File: src/hw/rtl/tdf_pkg.sv
// Shared constants and types for the trial-division factorizer.
// No dependencies; imported by tdf_divider and trial_division_factorizer.
package tdf_pkg;

  // Width of the value that is factored (low bits of the input beat)
  localparam int VALUE_BITS  = 32;
  // Fixed field widths on the ports
  localparam int NUMBER_W    = 32;
  localparam int FACTOR_W    = 32;
  // Result beats per input are capped at this count
  localparam int MAX_RESULTS = 32;
  localparam int RES_CNT_W   = $clog2(MAX_RESULTS);
  // Divider step counter holds VALUE_BITS down to 0
  localparam int DIV_CNT_W   = $clog2(VALUE_BITS + 1);

  typedef logic [VALUE_BITS-1:0] value_t;

  // Sequencer states
  localparam logic [1:0] S_IDLE = 2'd0;
  localparam logic [1:0] S_LOAD = 2'd1;
  localparam logic [1:0] S_WAIT = 2'd2;
  localparam logic [1:0] S_EMIT = 2'd3;

endpackage

File: src/hw/rtl/trial_division_factorizer.sv
// Trial-division prime factorizer, top level.
// Depends on tdf_pkg and tdf_divider.

// One input beat carries a number; the block emits its prime factors in
// nondecreasing order, repeats included, one output beat each, with last set
// on the final one. Inputs 0 and 1 give one beat with no_factor = 1, factor 0.
// The block works on one number at a time and holds in_stall high until the
// final beat has been handed to the output register. Each trial division runs
// on one shared radix-2 divider; an item costs roughly (number of trial divisors
// + number of factors) divisions. The divisor walks 2, then the odd numbers from
// 3 up to sqrt of the remainder, so a 32-bit prime needs about 32768 trials,
// and no 32-bit input takes longer than a prime just below 2^32, output stalls
// aside. No clearing pass after reset.
module trial_division_factorizer
  import tdf_pkg::*;
(
  input  logic                clk,
  input  logic                rst,
  input  logic                in_valid,
  output logic                in_stall,
  input  logic [NUMBER_W-1:0] number,
  output logic                out_valid,
  input  logic                out_stall,
  output logic [FACTOR_W-1:0] factor,
  output logic                no_factor,
  output logic                last
);

  logic [1:0]           state;
  value_t               rem;
  value_t               d;
  logic [RES_CNT_W-1:0] cnt;
  value_t               pend_factor;
  logic                 pend_none;
  logic                 pend_last;
  logic                 in_take;
  logic                 out_free;
  logic                 div_start;
  logic                 div_done;
  value_t               div_q;
  value_t               div_r;
  value_t               num_val;

  assign in_stall  = (state != S_IDLE);
  assign in_take   = in_valid && !in_stall;
  assign out_free  = !out_valid || !out_stall;
  assign div_start = (state == S_LOAD);
  assign num_val   = VALUE_BITS'(number);

  tdf_divider u_div (
    .clk       (clk),
    .rst       (rst),
    .start     (div_start),
    .dividend  (rem),
    .divisor   (d),
    .done      (div_done),
    .quotient  (div_q),
    .remainder (div_r)
  );

  // Sequencer: divide, decide, emit
  always_ff @(posedge clk) begin
    if (rst) begin
      state <= S_IDLE;
      cnt   <= '0;
    end else begin
      unique case (state)
        S_IDLE: begin
          if (in_take) begin
            cnt <= '0;
            if (num_val < VALUE_BITS'(2)) begin
              state <= S_EMIT;
            end else begin
              state <= S_LOAD;
            end
          end
        end
        S_LOAD: begin
          state <= S_WAIT;
        end
        S_WAIT: begin
          if (div_done) begin
            // divisor past sqrt: remainder is prime; exact hit: emit divisor
            if (d > div_q || div_r == '0) begin
              state <= S_EMIT;
            end else begin
              state <= S_LOAD;
            end
          end
        end
        S_EMIT: begin
          if (out_free) begin
            cnt   <= cnt + RES_CNT_W'(1);
            state <= pend_last ? S_IDLE : S_LOAD;
          end
        end
        default: state <= S_IDLE;
      endcase
    end
  end

  // Working registers: remainder, trial divisor, pending result
  always_ff @(posedge clk) begin
    if (state == S_IDLE && in_take) begin
      rem         <= num_val;
      d           <= VALUE_BITS'(2);
      pend_factor <= '0;
      pend_none   <= 1'b1;
      pend_last   <= 1'b1;
    end else if (state == S_WAIT && div_done) begin
      pend_none <= 1'b0;
      if (d > div_q) begin
        pend_factor <= rem;
        pend_last   <= 1'b1;
      end else if (div_r == '0) begin
        pend_factor <= d;
        rem         <= div_q;
        pend_last   <= (div_q == VALUE_BITS'(1)) ||
                       (cnt == RES_CNT_W'(MAX_RESULTS - 1));
      end else begin
        d <= (d == VALUE_BITS'(2)) ? VALUE_BITS'(3) : d + VALUE_BITS'(2);
      end
    end
  end

  // Output register
  always_ff @(posedge clk) begin
    if (rst) begin
      out_valid <= 1'b0;
    end else if (state == S_EMIT && out_free) begin
      out_valid <= 1'b1;
    end else if (!out_stall) begin
      out_valid <= 1'b0;
    end
  end

  always_ff @(posedge clk) begin
    if (state == S_EMIT && out_free) begin
      factor    <= FACTOR_W'(pend_factor);
      no_factor <= pend_none;
      last      <= pend_last;
    end
  end

  // Divider only finishes while the sequencer waits for it
  a_done_in_wait: assert property (@(posedge clk) disable iff (rst)
    div_done |-> state == S_WAIT)
    else $error("divider done outside wait state");

  // A no-factor beat is always the only one and carries zero
  a_none_last: assert property (@(posedge clk) disable iff (rst)
    out_valid && no_factor |-> last && factor == '0)
    else $error("no_factor beat without last or with nonzero factor");

  // Trial divisor and remainder are at least two whenever a division is launched
  a_div_ge2: assert property (@(posedge clk) disable iff (rst)
    div_start |-> d >= VALUE_BITS'(2) && rem >= VALUE_BITS'(2))
    else $error("division launched with bad operands");

  // An accepted beat goes straight to a division or to the single result
  a_accept_next: assert property (@(posedge clk) disable iff (rst)
    in_take |=> state == S_LOAD || state == S_EMIT)
    else $error("unexpected state after accept");

endmodule

File: src/hw/rtl/tdf_divider.sv
// Restoring radix-2 unsigned divider, one quotient bit per cycle.
// Depends on tdf_pkg (value_t, VALUE_BITS, DIV_CNT_W).
module tdf_divider
  import tdf_pkg::*;
(
  input  logic   clk,
  input  logic   rst,
  input  logic   start,
  input  value_t dividend,
  input  value_t divisor,
  output logic   done,
  output value_t quotient,
  output value_t remainder
);

  logic [DIV_CNT_W-1:0] cnt;
  value_t               acc;
  value_t               quo;
  value_t               dsr;
  logic [VALUE_BITS:0]  shifted;
  logic [VALUE_BITS:0]  diff;
  logic                 fits;

  // One shift-subtract step
  always_comb begin
    shifted = {acc, quo[VALUE_BITS-1]};
    diff    = shifted - {1'b0, dsr};
    fits    = (shifted >= {1'b0, dsr});
  end

  // Step counter and done pulse
  always_ff @(posedge clk) begin
    if (rst) begin
      cnt  <= '0;
      done <= 1'b0;
    end else begin
      done <= 1'b0;
      if (start) begin
        cnt <= DIV_CNT_W'(VALUE_BITS);
      end else if (cnt != '0) begin
        cnt <= cnt - DIV_CNT_W'(1);
        if (cnt == DIV_CNT_W'(1)) begin
          done <= 1'b1;
        end
      end
    end
  end

  // Datapath: partial remainder and quotient shift register
  always_ff @(posedge clk) begin
    if (start) begin
      acc <= '0;
      quo <= dividend;
      dsr <= divisor;
    end else if (cnt != '0) begin
      acc <= fits ? diff[VALUE_BITS-1:0] : shifted[VALUE_BITS-1:0];
      quo <= {quo[VALUE_BITS-2:0], fits};
    end
  end

  assign quotient  = quo;
  assign remainder = acc;

endmodule

File: config.mk
export PLATFORM = sky130hd
export DESIGN_NAME = trial_division_factorizer
export DESIGN_NICKNAME = d
export VERILOG_FILES = /design/src/hw/rtl/tdf_pkg.sv /design/src/hw/rtl/trial_division_factorizer.sv /design/src/hw/rtl/tdf_divider.sv
export SDC_FILE = /design/constraint.sdc
export NUM_CORES = 1
export LEC_CHECK = 0
export ABC_AREA = 0
export CAP_MARGIN = 20
export CORE_UTILIZATION = 40
export CTS_CLUSTER_DIAMETER = 50
export CTS_CLUSTER_SIZE = 24
export DETAILED_ROUTE_END_ITERATION = 6
export DONT_BUFFER_PORTS = 1
export PLACE_DENSITY = 0.57
export SYNTH_ARGS = -nofsm -noshare
export SYNTH_HDL_FRONTEND = slang
export SYNTH_SLANG_ARGS = --single-unit
export TNS_END_PERCENT = 1
File: constraint.sdc
create_clock -name clk -period 9.75 [get_ports clk]
set_clock_uncertainty 0.1 [all_clocks]
set_input_delay 1.95 -clock clk [delete_from_list [all_inputs] [get_ports clk]]
set_output_delay 1.95 -clock clk [all_outputs]
set_load 0.02 [all_outputs]
* Word-level counts from Yosys, hierarchy flattened
Index checks and enable logic that the tools add are counted.
Operators by class: $add $sub $neg 4, magnitude comparators 3, eq/ne operators 12, mux-type cells 27, bitwise gates (word level) 3, reductions and logical operators 26
Operators with widths (count):
- two-way mux 32 bit | 10
- >= comparator 33 x 32 -> 1 bit | 1
- adder 32 x 2 -> 32 bit (second input constant) | 1
- equality test 32 x 1 -> 1 bit (second input constant) | 1
- equality test 32 x 2 -> 1 bit (second input constant) | 1
- > comparator 32 bit | 1
- zero test 32 bit | 1
- < comparator 32 x 2 -> 1 bit (second input constant) | 1
- subtractor 32 bit | 1
- two-way mux 6 bit | 2
- AND reduction 3 bit | 4
- nonzero test 2 bit | 6
- two-way mux 2 bit | 5
- two-way mux 5 bit | 2
- one-hot mux 5 bit (2 select lines) | 1
- one-hot mux 2 bit (4 select lines) | 1
- equality test 6 x 1 -> 1 bit (second input constant) | 1
- two-way mux 1 bit | 6
- != test 2 x 1 -> 1 bit (second input constant) | 3
- nonzero test 6 bit | 1
- subtractor 6 x 1 -> 6 bit (second input constant) | 1
- adder 5 x 1 -> 5 bit (second input constant) | 1
- equality test 5 bit (second input constant) | 1
- equality test 2 bit (second input constant) | 2
- other kinds (10) | 20
Storage, ports and cells: bits in registers 243, input bits 36, output and inout port bits 36, word-level logic and storage cells 92

* Logic depth before layout (Yosys ltp)
word-level depth 6, mapped depth 14, gate-level depth less buffers 12

* Modules after synthesis
Synthesis repeated with hierarchy kept, for this count alone.
Second synthesis, totals: cells, all modules 1335, area total of the unflattened synthesis 13080.0 µm²
Modules (own cells, without submodules):
- trial_division_factorizer | times used 1, cells each 735, area an instance 7026.7 µm², seq. area each 3463.3 µm²
- tdf_divider | times used 1, cells each 600, area an instance 6053.3 µm², seq. area each 2702.6 µm²

* Least setup slack after synthesis
No wires, ideal clock.
path type register to register, start point reg u_div.quo[15] (netlist: u_div.quotient[15]), end point reg rem[0] (enable), library setup time 470 ps, data arrival time 4773 ps, required time 9180 ps, path slack 4407 ps, cell stages (with the launch flop) 12, buffers on the path 2, clock period less this slack 5343 ps, path through edfxtp_1 -> inv_1 -> ha_1 -> nand4_1 -> or2_2 -> nor3_2 -> nand2_1 -> a22oi_1 -> nand2_1 -> clkbuf_1 -> clkbuf_1 -> o31ai_1
On the way: longest elaborated chain between the ends 3
Ends and longest elaborated chain:
- start: declaration | line tdf_divider.sv:18 | value_t quo;
- start signal: assignment | line tdf_divider.sv:53 | quo <= dividend;
- start signal: assignment | line tdf_divider.sv:57 | quo <= {quo[VALUE_BITS-2:0], fits};
- > comparator 32 bit | line trial_division_factorizer.sv:112 | if (d > div_q) begin
- != test 2 x 1 -> 1 bit (no source line)
- AND reduction 3 bit (no source line)
- end signal: assignment | line trial_division_factorizer.sv:105 | rem <= num_val;
- end signal: assignment | line trial_division_factorizer.sv:117 | rem <= div_q;
- end: declaration | line trial_division_factorizer.sv:30 | value_t rem;
Every way passes these cells. A chain may end at the register's enable or synchronous reset.

* Final worst setup path
start point reg d[14], end point reg rem[6] (enable)
On the way: longest elaborated chain between the ends 3
Ends and longest elaborated chain:
- start: declaration | line trial_division_factorizer.sv:31 | value_t d;
- start signal: assignment | line trial_division_factorizer.sv:121 | d <= (d == VALUE_BITS'(2)) ? VALUE_BITS'(3) : d + VALUE_BITS'(2);
- > comparator 32 bit | line trial_division_factorizer.sv:112
- != test 2 x 1 -> 1 bit (no source line)
- AND reduction 3 bit (no source line)
Every way passes these cells.

==> impl_metrics.csv <==
group,metric,value,unit
run_status,failed_checks,"design-rule violations",
clock_tree,path_clk_slew,0.06,ns
grt,grt_start_max_net_pins,92,
yosys,netlist_instances,1329,
yosys,netlist_area,12620,sq um
clock_tree,post_cts_resized,0,
route,wire_per_inst,20.62,microns
placement,post-dp-hpwl,24470,microns
sta,hold_viol,0,
setup_path,timing.critical_path.buf_inv,1,
setup_path,cp_data_arrival_time,4.11,ns
yosys,yosys_register_bits,243,
sta,timing_max_transition_violations_final,0,
yosys,synthesis.yosys.warnings,0,
setup_path,cp_peak_stage_delay,0.72,ns
grt,antenna_found_initial,0,
placement,place.port_buffers,0,
hold_path,min-delay-start,"pend_factor[8]$_SDFFE_PP0P_",
setup_path,cp_top_family,"compound AO/OA/AOI/OAI gates",
yosys,netlist-cell-type-count,61,
clock_tree,clock_sinks,243,
clock_tree,cts_htree_levels,1,
setup_path,cp_cell_sequence,"ha_1 -> nand4_1 -> or2_2 -> nor3_2 -> nand2_1 -> a22oi_1 -> nand2_2 -> o31ai_4 -> buf_4",
sta,setup_ws,5.757,ns
setup_path,reg2reg_depth,9,
grt,global_route.peak_usage_layer,"met2",
grt,first_global_vias,9646,
grt,met2_track_utilization_from_global_routing,34.89,%
setup_path,critical_path_peak_fanout,20,
cells_and_area,fill_cells,2897,
sta,max_slew.worst_pin.slew,1.046,ns
run_status,run_status,"finished with violations",
yosys,synth.avg_cell_area,9.494,sq um
cells_and_area,multi_input_logic_area,5927,sq um
route,drt_pre_antenna_iters,7,
sta,rsz_0062_raised_after_global_routing,"false",
sta,finalSetupTns,0,ns
route,drtIter0Drc,873,
die,initial_core_utilization,40.93,%
sta,timing.hold.ws,0.3288,ns
clock_tree,clk_path_buf_depth,3,
yosys,synthSimpleGateAreaFrac,15.72,%
yosys,post_synthesis_async_set_or_reset_flop_share,0,%
setup_path,ff2ff_setup_slack,5.76,ns
yosys,synth-edff-count,130,
hold_path,timing.hold.worst_endpoint,"factor[8]$_DFFE_PP_",
clock_tree,number_of_setup_buffers_added_after_cts,0,
setup_path,critPathRequiredTime,9.87,ns
setup_path,crit_path_top_delay_cell,"o31ai_4",
placement,gpl.final_weighted_congestion,0.9443,
grt,grt.total_usage,21.82,%
die,die_h,179.6,microns
power,vdd_ir_max,0.0001292,V
clock_tree,clock_insertion_delay_worst_skew,0.56,ns
yosys,yosys.area_share.xor_xnor,3.887,%
grt,grt_use_met1,30.96,%
cells_and_area,antenna_cells_inserted,0,
clock_tree,cts_tree,"done",
setup_path,rr_startpoint,"d[14]$_SDFFE_PP0P_",
grt,use_met3,3.363,%
route,via_per_inst,5.863,
cells_and_area,drive_above_1_share,6.757,%
setup_path,timing.rr.end,"rem[6]$_DFFE_PP_",
grt,overflow,0,
die,core_area,30830,sq um
die,row_count,64,
yosys,synth_fa_ha_area_share,7.100,%
cells_and_area,register_cell_area_after_layout,6166,sq um
hold_path,worstHoldPathCells,0,
setup_path,criticalPathCategory,"flip-flop to flip-flop",
yosys,synth_nets,1436,
placement,placedInstanceArea,13010,sq um
yosys,muxShareOfSynthArea,1.279,%
clock_tree,post_cts_hold_buffer_count,0,
route,finalWirelength,35630,microns
sta,min_period_over_period,40.95,%
grt,global_route_wire_length_before_repair,55620,microns
power,power_density,291.0,nW/um^2
sta,period_minus_slack,3.993,ns
yosys,synth-compound-area-share,18.62,%
clock_tree,inserted_clock_buffers,30,
route,total_via_count_in_the_routed_design,10130,
yosys,synth_sequential_area_ratio,48.87,%
cells_and_area,nNetsFinal,1415,
cells_and_area,layout.cell_area.non_filler,14070,sq um
route,postRouteAntennaNets,0,
die,die-width,179.6,microns
sta,setup_viol_count_final,0,
sta,achievable_frequency,250.5,MHz
route,drc,1,
yosys,leading_register_cell_type_out_of_synthesis,"edfxtp_1",
yosys,largest_family_of_logic_cells_by_synthesized_area,"compound AO/OA/AOI/OAI gates",
sta,worst_slew_slack_as_a_fraction_of_its_limit,30.09,%
die,die_area,32260,sq um
cells_and_area,syn_to_final_growth,11.49,%
setup_path,crit_path_capture_type,"flip-flop",
setup_path,crit_path_start_kind,"flip-flop",
power,power_leakage,5.773,nW
hold_path,worstHoldPathType,"flip-flop to flip-flop",
die,io-pin-count,72,
clock_tree,cts_root_buf,"clkbuf_16",
placement,post-place-ws,5.748,ns
flow_run,maxCapViolCount,0,
power breakdown:
group / switching (mW) / internal [mW] / total [mW] / leakage [nW]
sequential: 0.163 / 1.34 / 1.50 / 2.16
combinational: 0.890 / 0.535 / 1.43 / 3.09
clock: 0.507 / 0.659 / 1.17 / 0.528
how the worst max path moves through the flow:
stage,from,to,slack (ns),cells past startpoint
after global placement,d[14]$_SDFFE_PP0P_,rem[1]$_DFFE_PP_,5.79,9
after detailed placement,d[14]$_SDFFE_PP0P_,rem[0]$_DFFE_PP_,5.75,9
after global routing,d[14]$_SDFFE_PP0P_,rem[8]$_DFFE_PP_,5.48,9
after floorplan,u_div.quotient[15]$_DFFE_PP_,rem[0]$_DFFE_PP_,4.41,11
final,d[14]$_SDFFE_PP0P_,rem[6]$_DFFE_PP_,5.76,9
after CTS,d[14]$_SDFFE_PP0P_,rem[6]$_DFFE_PP_,5.74,9
cell usage in the layout, fill, tap and decap left out, types with 11 or more instances in the layout:
cell / Yosys / routed
nand2_1: 184 / 183
edfxtp_1: 130 / 130
o21ai_0: 119 / 118
dfxtp_1: 113 / 113
inv_1: 80 / 79
nor2_1: 74 / 72
ha_1: 70 / 70
a21o_1: 60 / 60
a21oi_1: 59 / 57
xnor2_1: 42 / 42
nor4_1: 40 / 40
nand4_1: 39 / 39
o22ai_1: 35 / 35
a2bb2oi_1: 32 / 32
clkbuf_16: 0 / 32
nor3_1: 23 / 23
a31oi_1: 18 / 18
nand3_1: 17 / 17
buf_4: 0 / 16
mux2i_1: 15 / 15
xor2_1: 14 / 14
a211oi_1: 11 / 11
or3_1: 11 / 11
synthesized netlist by cell type, drive strengths merged, types with 14 or more instances:
cell type / n / area [sq um]
edfxtp: 130 / 3904
inv: 80 / 300.3
a31oi: 18 / 112.6
ha: 70 / 875.8
nor4: 40 / 250.2
mux2i: 15 / 150.1
clkbuf: 58 / 217.7
xor2: 14 / 122.6
a21oi: 59 / 295.3
nand3: 17 / 85.08
nor3: 24 / 125.1
dfxtp: 113 / 2262
nor2: 74 / 277.8
nand2: 184 / 690.7
o21ai: 120 / 604.3
a2bb2oi: 32 / 280.3
nand4: 39 / 244.0
o22ai: 35 / 219.0
xnor2: 42 / 367.9
a21o: 60 / 450.4
cell families after synthesis:
logic type               after synthesis
AO/OA/AOI/OAI                        372
XOR/XNOR                              56
multiplexers                          16
AND/OR/NAND/NOR                      422
flip-flops                           243
adder cells (fa/ha/maj)               71
buffers and inverters                149
worst register-to-register path: cells and delay by family (launching register included):
kind	cells	cell delay, ns
AO/OA/AOI/OAI	2	1.20
AND/OR/NAND/NOR	5	0.97
flip-flops	1	0.66
buffers and inverters	1	0.47
adder cells (fa/ha/maj)	1	0.26
sequential cells by signal, summed over array words and instances, names as in the netlist:
register         count
rem                 32
pend_none            1
state                2
pend_last            1
pend_factor         32
out_valid            1
no_factor            1
u_div.remainder     32
factor              32
u_div.quotient      32
u_div.cnt            6
u_div.dsr           32
u_div.done           1
d                   32
cnt                  5
last                 1
metrics by stage:
step,power (mW),instances,utilization (%)
6_report,4.093,1728,45.63
5_1_grt,4.350,1728,45.63
4_1_cts,4.111,1728,45.63
3_5_place_dp,2.942,1672,42.20
3_3_place_gp,2.913,1672,42.20
2_1_floorplan,2.547,1329,-
routing by layer:
metal  part of all wire, %  wire, microns
met5                     0              0
met4                   2.1            756
met3                   6.1           2171
met2                    46          16230
met1                    46          16470
final cells by class:
type,instances,area share [%]
clock buffer,33,5.790
clock inverter,23,1.734
inverter,80,2.135
multi-input combinational,937,42.13
sequential,243,43.83
tap,396,3.522
timing repair buffer,16,0.8539
No activity file was read; power rests on OpenSTA's default activity.
